File: config.mk
export PLATFORM = sky130hd
export DESIGN_NAME = rtc_calendar_with_alarm
export DESIGN_NICKNAME = d
export VERILOG_FILES = /design/src/design/rtc_pkg.sv /design/src/design/rtc_calendar_with_alarm.sv /design/src/design/rtc_next.sv
export SDC_FILE = /design/constraint.sdc
export NUM_CORES = 1
export LEC_CHECK = 0
export ABC_CLOCK_PERIOD_IN_PS = 4300
export BUFFER_PORTS_ARGS = -buffer_cell sky130_fd_sc_hd__buf_2
export CAP_MARGIN = 10
export CELL_PAD_IN_SITES_DETAIL_PLACEMENT = 1
export CELL_PAD_IN_SITES_GLOBAL_PLACEMENT = 2
export CORE_UTILIZATION = 37
export CTS_CLUSTER_DIAMETER = 60
export CTS_CLUSTER_SIZE = 16
export DETAILED_ROUTE_END_ITERATION = 10
export PLACE_DENSITY = 0.79
export SKIP_LAST_GASP = 1
export SLEW_MARGIN = 30
export SYNTH_ARGS = -nofsm -noshare
export SYNTH_HDL_FRONTEND = slang
export SYNTH_HIERARCHICAL = 1
export SYNTH_SLANG_ARGS = --single-unit
File: constraint.sdc
create_clock -name clk -period 4.3 [get_ports clk]
set_input_delay 0.43 -clock clk [delete_from_list [all_inputs] [get_ports clk]]
set_output_delay 0.43 -clock clk [all_outputs]
set_load 0.02 [all_outputs]
File: src/design/rtc_pkg.sv
// Shared types and constants for the real-time clock and calendar.
// Holds the calendar state word, request codes and field limits.
// No dependencies.
package rtc_pkg;

  localparam logic [3:0]  TICKS_PER_SECOND = 4'd15;
  localparam logic [5:0]  SEC_MAX          = 6'd59;
  localparam logic [5:0]  MIN_MAX          = 6'd59;
  localparam logic [4:0]  HOUR_MAX         = 5'd23;
  localparam logic [3:0]  MONTH_MAX        = 4'd12;
  localparam logic [13:0] YEAR_MAX         = 14'd9999;
  localparam logic [6:0]  YEAR_REM_MAX     = 7'd99;

  localparam logic REQ_TICK   = 1'b0;
  localparam logic REQ_ADJUST = 1'b1;

  localparam logic DIR_UP   = 1'b0;
  localparam logic DIR_DOWN = 1'b1;

  localparam logic [2:0] SEL_NONE   = 3'd0;
  localparam logic [2:0] SEL_SECOND = 3'd1;
  localparam logic [2:0] SEL_MINUTE = 3'd2;
  localparam logic [2:0] SEL_HOUR   = 3'd3;
  localparam logic [2:0] SEL_DAY    = 3'd4;
  localparam logic [2:0] SEL_MONTH  = 3'd5;
  localparam logic [2:0] SEL_YEAR   = 3'd6;

  localparam logic [1:0] CFG_ALARM_ENABLE = 2'd0;
  localparam logic [1:0] CFG_ALARM_HOUR   = 2'd1;
  localparam logic [1:0] CFG_ALARM_MINUTE = 2'd2;
  localparam logic [1:0] CFG_ALARM_SECOND = 2'd3;

  // The year is also kept as year mod 100 and (year / 100) mod 4, so the
  // leap-year rule needs no division.
  typedef struct packed {
    logic [3:0]  tick_count;
    logic [5:0]  second;
    logic [5:0]  minute;
    logic [4:0]  hour;
    logic [4:0]  day;
    logic [3:0]  month;
    logic [13:0] year;
    logic [6:0]  year_rem;
    logic [1:0]  century_mod4;
  } cal_state_t;

  localparam cal_state_t CAL_RESET = '{
    tick_count:   4'd0,
    second:       6'd55,
    minute:       6'd59,
    hour:         5'd23,
    day:          5'd31,
    month:        4'd12,
    year:         14'd1999,
    year_rem:     7'd99,
    century_mod4: 2'd3
  };

endpackage

File: src/design/rtc_calendar_with_alarm.sv
// Top level of the real-time clock and calendar with alarm compare.
// Holds the calendar state, alarm registers and the result register.
// Depends on rtc_pkg and rtc_next.
//
//   channel | direction | handshake             | word
//   req     | in        | req_valid / req_ready | req_type, field_select, direction
//   rsp     | out       | rsp_valid / rsp_ready | second_now .. year_now, alarm_match
//   cfg     | in        | cfg_valid / cfg_ready | cfg_index, cfg_data
//
// Each request word is applied to the state in the cycle it is accepted and its result
// word is registered, visible next cycle; one word per cycle while rsp_ready is high.
// req_ready is high whenever the result register is empty or being read out.
// cfg_ready is always high. Reset loads 23:59:55 on day 31, month 12, year 1999,
// clears the prescaler and alarm registers, and empties the result register.
module rtc_calendar_with_alarm import rtc_pkg::*; (
  input  logic        clk,
  input  logic        rst,
  input  logic        req_valid,
  output logic        req_ready,
  input  logic        req_type,
  input  logic [2:0]  field_select,
  input  logic        direction,
  output logic        rsp_valid,
  input  logic        rsp_ready,
  output logic [5:0]  second_now,
  output logic [5:0]  minute_now,
  output logic [4:0]  hour_now,
  output logic [4:0]  day_now,
  output logic [3:0]  month_now,
  output logic [13:0] year_now,
  output logic        alarm_match,
  input  logic        cfg_valid,
  output logic        cfg_ready,
  input  logic [1:0]  cfg_index,
  input  logic [5:0]  cfg_data
);

  cal_state_t cal;
  cal_state_t cal_next;
  logic       alarm_enable;
  logic [4:0] alarm_hour;
  logic [5:0] alarm_minute;
  logic [5:0] alarm_second;
  logic       req_fire;
  logic       match_next;

  assign req_ready = !rsp_valid || rsp_ready;
  assign req_fire  = req_valid && req_ready;
  assign cfg_ready = 1'b1;

  rtc_next u_next (
    .cur          (cal),
    .req_type     (req_type),
    .field_select (field_select),
    .direction    (direction),
    .nxt          (cal_next)
  );

  assign match_next = alarm_enable && cal_next.hour == alarm_hour
                      && cal_next.minute == alarm_minute
                      && cal_next.second == alarm_second;

  always_ff @(posedge clk) begin
    if (rst) begin
      cal <= CAL_RESET;
    end else if (req_fire) begin
      cal <= cal_next;
    end
  end

  always_ff @(posedge clk) begin
    if (rst) begin
      alarm_enable <= 1'b0;
      alarm_hour   <= 5'd0;
      alarm_minute <= 6'd0;
      alarm_second <= 6'd0;
    end else if (cfg_valid && cfg_ready) begin
      case (cfg_index)
        CFG_ALARM_ENABLE: alarm_enable <= cfg_data[0];
        CFG_ALARM_HOUR:   alarm_hour   <= cfg_data[4:0];
        CFG_ALARM_MINUTE: alarm_minute <= cfg_data;
        CFG_ALARM_SECOND: alarm_second <= cfg_data;
        default: alarm_enable <= alarm_enable;
      endcase
    end
  end

  always_ff @(posedge clk) begin
    if (rst) begin
      rsp_valid <= 1'b0;
    end else if (req_fire) begin
      rsp_valid <= 1'b1;
    end else if (rsp_ready) begin
      rsp_valid <= 1'b0;
    end
  end

  always_ff @(posedge clk) begin
    if (req_fire) begin
      second_now  <= cal_next.second;
      minute_now  <= cal_next.minute;
      hour_now    <= cal_next.hour;
      day_now     <= cal_next.day;
      month_now   <= cal_next.month;
      year_now    <= cal_next.year;
      alarm_match <= match_next;
    end
  end

`ifndef SYNTHESIS
  a_tick_below_limit: assert property (@(posedge clk) disable iff (rst)
    cal.tick_count < TICKS_PER_SECOND)
    else $error("prescaler reached its limit");

  a_time_in_range: assert property (@(posedge clk) disable iff (rst)
    cal.hour <= HOUR_MAX && cal.minute <= MIN_MAX && cal.second <= SEC_MAX)
    else $error("time field out of range");

  a_year_split: assert property (@(posedge clk) disable iff (rst)
    cal.year <= YEAR_MAX && cal.year_rem <= YEAR_REM_MAX
    && cal.year[1:0] == cal.year_rem[1:0])
    else $error("year tracking registers disagree");

  a_adjust_keeps_prescaler: assert property (@(posedge clk) disable iff (rst)
    req_fire && req_type == REQ_ADJUST |=> $stable(cal.tick_count))
    else $error("adjust changed the prescaler");

  a_result_follows_request: assert property (@(posedge clk) disable iff (rst)
    req_fire |=> rsp_valid)
    else $error("accepted request produced no result");
`endif

endmodule

File: src/design/rtc_next.sv
// Next-state logic of the clock and calendar for one request word.
// Handles ticks with second, minute, hour, day, month and year rollover, and field adjusts.
// Depends on rtc_pkg.
module rtc_next import rtc_pkg::*; (
  input  cal_state_t cur,
  input  logic       req_type,
  input  logic [2:0] field_select,
  input  logic       direction,
  output cal_state_t nxt
);

  function automatic logic [4:0] month_length(input logic [3:0] m, input logic leap);
    logic [4:0] len;
    case (m)
      4'd1, 4'd3, 4'd5, 4'd7, 4'd8, 4'd10, 4'd12: len = 5'd31;
      4'd4, 4'd6, 4'd9, 4'd11: len = 5'd30;
      4'd2: len = leap ? 5'd29 : 5'd28;
      default: len = 5'd0;
    endcase
    return len;
  endfunction

  // Add or subtract one; going below zero or above the limit gives zero.
  function automatic logic [5:0] bump(input logic [5:0] v, input logic down,
                                      input logic [5:0] lim);
    logic [6:0] inc;
    logic [5:0] dec;
    logic [5:0] res;
    inc = {1'b0, v} + 7'd1;
    dec = v - 6'd1;
    if (down) begin
      res = (v == 6'd0 || dec > lim) ? 6'd0 : dec;
    end else begin
      res = (inc > {1'b0, lim}) ? 6'd0 : inc[5:0];
    end
    return res;
  endfunction

  logic       leap;
  logic [4:0] mlen;
  logic [3:0] tick_inc;
  logic [6:0] sec_inc;
  logic [6:0] min_inc;
  logic [5:0] hour_inc;
  logic [5:0] day_inc;
  logic [4:0] month_inc;
  logic [5:0] hour_adj;
  logic [5:0] day_adj;
  logic [5:0] month_adj;

  assign leap = (cur.year_rem == 7'd0) ? (cur.century_mod4 == 2'd0)
                                       : (cur.year_rem[1:0] == 2'd0);
  assign mlen = month_length(cur.month, leap);

  assign hour_adj  = bump({1'b0, cur.hour}, direction, {1'b0, HOUR_MAX});
  assign day_adj   = bump({1'b0, cur.day}, direction, {1'b0, mlen});
  assign month_adj = bump({2'b0, cur.month}, direction, {2'b0, MONTH_MAX});

  always_comb begin
    nxt       = cur;
    tick_inc  = cur.tick_count + 4'd1;
    sec_inc   = {1'b0, cur.second} + 7'd1;
    min_inc   = {1'b0, cur.minute};
    hour_inc  = {1'b0, cur.hour};
    day_inc   = {1'b0, cur.day} + 6'd1;
    month_inc = {1'b0, cur.month} + 5'd1;

    if (req_type == REQ_TICK) begin
      nxt.tick_count = tick_inc;
      if (tick_inc >= TICKS_PER_SECOND) begin
        nxt.tick_count = 4'd0;
        if (sec_inc > {1'b0, SEC_MAX}) begin
          sec_inc = 7'd0;
          min_inc = min_inc + 7'd1;
        end
        if (min_inc > {1'b0, MIN_MAX}) begin
          min_inc  = 7'd0;
          hour_inc = hour_inc + 6'd1;
        end
        nxt.second = sec_inc[5:0];
        nxt.minute = min_inc[5:0];
        nxt.hour   = hour_inc[4:0];
        if (hour_inc > {1'b0, HOUR_MAX}) begin
          nxt.hour = 5'd0;
          nxt.day  = day_inc[4:0];
          if (day_inc > {1'b0, mlen}) begin
            nxt.day   = 5'd1;
            nxt.month = month_inc[3:0];
            if (month_inc > {1'b0, MONTH_MAX}) begin
              nxt.month = 4'd1;
              if (cur.year >= YEAR_MAX) begin
                nxt.year         = 14'd0;
                nxt.year_rem     = 7'd0;
                nxt.century_mod4 = 2'd0;
              end else begin
                nxt.year = cur.year + 14'd1;
                if (cur.year_rem == YEAR_REM_MAX) begin
                  nxt.year_rem     = 7'd0;
                  nxt.century_mod4 = cur.century_mod4 + 2'd1;
                end else begin
                  nxt.year_rem = cur.year_rem + 7'd1;
                end
              end
            end
          end
        end
      end
    end else begin
      case (field_select)
        SEL_SECOND: nxt.second = bump(cur.second, direction, SEC_MAX);
        SEL_MINUTE: nxt.minute = bump(cur.minute, direction, MIN_MAX);
        SEL_HOUR: begin
          nxt.hour = hour_adj[4:0];
        end
        SEL_DAY: begin
          nxt.day = day_adj[4:0];
        end
        SEL_MONTH: begin
          nxt.month = month_adj[3:0];
        end
        SEL_YEAR: begin
          if (direction == DIR_DOWN) begin
            if (cur.year == 14'd0 || cur.year > YEAR_MAX) begin
              nxt.year         = 14'd0;
              nxt.year_rem     = 7'd0;
              nxt.century_mod4 = 2'd0;
            end else begin
              nxt.year = cur.year - 14'd1;
              if (cur.year_rem == 7'd0) begin
                nxt.year_rem     = YEAR_REM_MAX;
                nxt.century_mod4 = cur.century_mod4 - 2'd1;
              end else begin
                nxt.year_rem = cur.year_rem - 7'd1;
              end
            end
          end else begin
            if (cur.year >= YEAR_MAX) begin
              nxt.year         = 14'd0;
              nxt.year_rem     = 7'd0;
              nxt.century_mod4 = 2'd0;
            end else begin
              nxt.year = cur.year + 14'd1;
              if (cur.year_rem == YEAR_REM_MAX) begin
                nxt.year_rem     = 7'd0;
                nxt.century_mod4 = cur.century_mod4 + 2'd1;
              end else begin
                nxt.year_rem = cur.year_rem + 7'd1;
              end
            end
          end
        end
        default: nxt = cur;
      endcase
    end
  end

endmodule
# Word-level counts from Yosys, hierarchy flattened
# Cells that the tools add are included.
[totals]
input_bits = 18
regBits = 113
out_inout_bits = 44
[classes]
add_sub_neg = 20
n_lt_le_gt_ge = 17
bitwise_logic = 1
n_reduce_logical = 36
n_mux = 46
eq_ne = 27
[ops]
columns = ["op", "count"]
rows = [
  ["$mux 23", 4],
  ["$mux 6", 13],
  ["$mux 53", 1],
  ["$mux 49", 1],
  ["$mux 5", 8],
  ["$mux 37", 1],
  ["$mux 7", 5],
  ["$mux 32", 1],
  ["$mux 27", 1],
  ["$add 5x1->6 const B", 4],
  ["$gt 7x6->1 const B", 3],
  ["$eq 4x4->1 const B", 5],
  ["$gt 6x5->1", 3],
  ["$gt 6x5->1 const B", 3],
  ["$eq 4x3->1 const B", 4],
  ["$mux 4", 4],
  ["$pmux 5 s3", 1],
  ["$add 14x1->14 const B", 1],
  ["$add 6x1->7 const B", 2],
  ["$ge 14x14->1 const B", 1],
  ["$gt 14x14->1 const B", 1],
  ["$logic_not 14->1", 1],
  ["$sub 14x1->14 const B", 1],
  ["$eq 6x6->1", 2],
  ["41 further kinds", 76],
]

# Depth between registers and ports, before layout
[depth]
word_depth = 17
depth_mapped = 18
mapped_depth_nobuf = 17

# Modules after synthesis
# Netlist, hierarchy kept.
[modules_own_cells]
columns = ["mod", "area_each_um2", "n_inst", "cells_per_inst", "seq_area_each_um2"]
rows = [
  ["rtc_next", 5212.5, 1, 850, 0.0],
  ["rtc_calendar_with_alarm", 4043.9, 1, 360, 2672.6],
]

# Worst setup path after synthesis
# OpenSTA, ideal clock, no wires.
[synth_path]
path_type = "register to register"
startpoint = "register cal[23] (netlist name)"
endpoint = "register year_now[8], data pin"
n_path_buf = 1
setup_time_ns = 0.275
arrival_ns = 3.667
path_stages_with_launch = 15
t_required_ns = 4.025
slack_ns = 0.359
period_less_slack_ns = 3.941
path_cell_list = "dfxtp_1 inv_1 ha_1 o31a_1 o21ai_0 a21boi_0 ha_1 nand3_1 o22ai_1 a21o_1 a22oi_1 clkbuf_1 o21ai_0 o211ai_1 o211ai_1"
[synth_rtl]
columns = ["item", "line_no", "source"]
rows = [
  ["start: declaration", "rtc_calendar_with_alarm.sv:38", "cal_state_t cal;"],
  ["start signal: assignment", "rtc_calendar_with_alarm.sv:67", "cal <= cal_next;"],
  ["end signal: assignment", "rtc_calendar_with_alarm.sv:105", "year_now <= cal_next.year;"],
  ["end: declaration", "rtc_calendar_with_alarm.sv:30", "output logic [13:0] year_now,"],
]

==> run metrics <==
FMAX=252 MHz; final max-slew violation count=0; final critical-path share of the clock period=92.1%; number of synthesized register bits=113; final critical-path setup slack=0.339 ns; origin of the critical flop-to-flop path=cal[2]; Detailed Place HPWL=21.8 mm; number of CTS-inserted buffers=17; clk buf depth=2; proportion of netlist area held by the largest area contributor=15.6%; kind of end point of the critical path=register; all-layer global routing usage=25.8%; post-synthesis instance total=1210; DRC violations left=0; Async SR Flop Fraction=0%; floorplan row count=57; worst-path cell with the longest stage delay=or3b_2; Mapped Area=9260 um^2; number of nets still failing antenna checks after routing=0; Clock Skews=0.0168 ns; worst ir drop on vdd=0.225 mV; level count of the clock H-tree=4; overall via count from detail_route=9490; maxcap violations=0; first-pass detailed-route iteration total=5; delay of the slowest cell on the worst path=0.52 ns; total congestion overflow after global routing=0; clock latency at the later pin of the worst-skew pair=0.43 ns; Antenna Cells=0; startpoint type of the worst setup path=register; cell accounting for the most synthesized area=dfxtp_1; filler cell count=2982; final core utilization=43.3%; total length of routed wires=32.7 mm; die extent in y=160 um; DIE WIDTH=160 um; relative area change from synthesis to final layout=14.5%; Total Negative Setup Slacks=0 ns; yosys warns=6; cell repeated most along the worst path=ha_1; wire length of the first global-routing pass=52.9 mm; Die ar.=25700 um^2; Max FO, Critical Path=10; crit path kind=reg2reg; post-synthesis net count=1262; Seq/Total Area, Yosys=28.9%; Setup crit start=cal[2]; number of buffers inserted by post-CTS setup repair=0; via count of the first global-routing pass=9598; Final nets=1289; number of sinks on the clock net=113; number of setup violations in the final report=0; power per unit of standard cell area=357 nW/um^2; via density per instance=6.03; DRT iter0 DRCs=618; data arrival time of the critical path=4.32 ns; synthesized area per cell=7.65 um^2; routed length per instance=20.8 um; starting density of the core=37.8%; cell-by-cell trace of the critical path=inv_1 -> ha_1 -> or3b_2 -> nor3_2 -> nand2b_1 -> o2111ai_1 -> o211ai_1 -> ha_1 -> nand3_1 -> o22ai_1 -> a21o_1 -> a22o_2 -> or4_1 -> a31oi_2 -> nand2_1 -> nand3b_1; family with the most delay on the worst path=simple AND/OR/NAND/NOR gates; RSZ-0062 raised after global routing=false; library cells used by synthesis=83; count of flip-flops with a built-in enable after synthesis=41; DP Worst Slack=0.261 ns; largest net degree at the start of global routing=95; Clk Tree Root Cell=clkbuf_16; flip-flop cell with the highest count after synthesis=dfxtp_1; Hold WC Path Type=in2reg; Hold Fails Final Rpt=0; shortest period the worst path allows=3.96 ns; required time at the worst-slack endpoint=4.66 ns; Pleak=4.08 nW; buffer and inverter count on the worst path=1; measured slew at the worst slew-check pin=0.948 ns; number of antenna violations at the first check in global routing=0; Core Footprint=24500 um^2; outcome=finished, final reports clean; I/O Buffers=60; Clock Pin Slew Worst Setup and Hold Paths=0.06 ns; Area contributors post-synth=dfxtp_1, edfxtp_1, nand2_1, ha_1, nand3b_1; headroom to the max-slew limit=36.0%; top-level I/O count=62; share of cells above drive strength 1=13.7%; TritonCTS clock tree=yes; source of the worst hold timing path=req_valid; GPL Wtd Cong=0.846
per-stage QoR:
stage	instances	power (mW)	area, um^2	hold WS, ns
floorplan	1210	1.87	9260	0.432
global placement	1542	2.14	9920	0.483
detailed placement	1542	2.16	9920	0.494
CTS	1574	3.82	10600	0.248
global route	1574	3.95	10600	0.283
finish	1574	3.79	10600	0.264
registers in the layout, indices dropped and copies added (netlist names):
signal / count
cal: 53
year_now: 14
alarm_minute: 6
alarm_second: 6
minute_now: 6
second_now: 6
alarm_hour: 5
day_now: 5
hour_now: 5
month_now: 4
alarm_enable: 1
alarm_match: 1
rsp_valid: 1
cells in the mapped netlist (all sizes together), types with 29 or more instances:
cell type / number
a21oi: 64
clkbuf: 75
dfxtp: 72
edfxtp: 41
ha: 34
inv: 42
nand2: 189
nand3: 47
nand3b: 47
nor2: 89
nor3: 41
o211ai: 29
o21ai: 57
xnor2: 33
layer usage:
metal  global-route usage (%)  wire length, um  up-vias
met1                     32.3            14700     4686
met4                     8.53              636        0
met2                     45.0            16200      229
met5                        0                0        -
li1                         -                -     4528
met3                     3.84             1220       47
power breakdown:
| part | total (mW) | internal (mW) | leakage, nW | switching [mW] |
|---|---|---|---|---|
| logic | 0.880 | 0.318 | 2.80 | 0.562 |
| clock network | 1.64 | 1.04 | 0.317 | 0.595 |
| registers | 1.27 | 1.18 | 0.969 | 0.0877 |
cell type report:
| type | count | area, um^2 | area share (%) |
|---|---|---|---|
| inverter | 43 | 166 | 1.57 |
| multi-input combinational | 953 | 6020 | 56.9 |
| tap | 324 | 405 | 3.83 |
| timing repair buffer | 109 | 668 | 6.31 |
| clock buffer | 18 | 429 | 4.05 |
| clock inverter | 14 | 230 | 2.17 |
| sequential | 113 | 2670 | 25.2 |
worst paths after layout:
kind,slack [ns],cells past startpoint,endpoint
hold / removal,0.26,3,rsp_valid
hold reg to reg,0.50,2,cal[32]
setup / recovery,0.34,16,cal[18]
setup reg to reg,0.34,16,cal[18]
kinds of logic after synthesis:
logic type / share of synthesized area, %
fa+ha+maj: 4.60
buf+inv: 6.33
other cells: 0.0405
mux: 3.93
compound gates: 24.6
xor+xnor: 3.88
flops: 28.9
simple gates: 27.7
worst register-to-register path, stage by stage (launching register included):
cell and delay, ns:
dfxtp_1 0.36, inv_1 0.12, ha_1 0.25, or3b_2 0.52, nor3_2 0.16, nand2b_1 0.17, o2111ai_1 0.23, o211ai_1 0.13
ha_1 0.32, nand3_1 0.08, o22ai_1 0.08, a21o_1 0.21, a22o_2 0.35, or4_1 0.52, a31oi_2 0.22, nand2_1 0.07
nand3b_1 0.11
layout by cell type, fill, tap and decap left out, types with 9 or more instances in the layout:
cell / Yosys / layout
buf_4: 6 / 49
a21oi_1: 63 / 63
a211oi_1: 10 / 10
nand3_1: 46 / 45
nor3_1: 41 / 40
clkbuf_16: 0 / 17
a21o_1: 9 / 9
o31ai_1: 13 / 13
o211ai_1: 29 / 29
nand3b_1: 45 / 45
or3_1: 9 / 9
edfxtp_1: 41 / 41
mux2i_1: 26 / 26
inv_1: 40 / 40
a22oi_1: 9 / 9
nand4_1: 14 / 14
ha_1: 34 / 34
nor2_1: 89 / 89
nand2_1: 188 / 188
and3_1: 11 / 11
dfxtp_1: 72 / 72
o21ai_0: 55 / 55
nor2b_1: 12 / 12
xnor2_1: 33 / 33
a221oi_1: 10 / 10
buf_2: 16 / 60
a31oi_1: 22 / 21
nor4_1: 13 / 13
o22ai_1: 14 / 14
repair_timing:
action                                  CTS  global route
hold buffers                              0             0
endpoints found under the setup margin    0            25
gates resized for setup                   0             4
No activity file was read; power rests on OpenSTA's default activity.
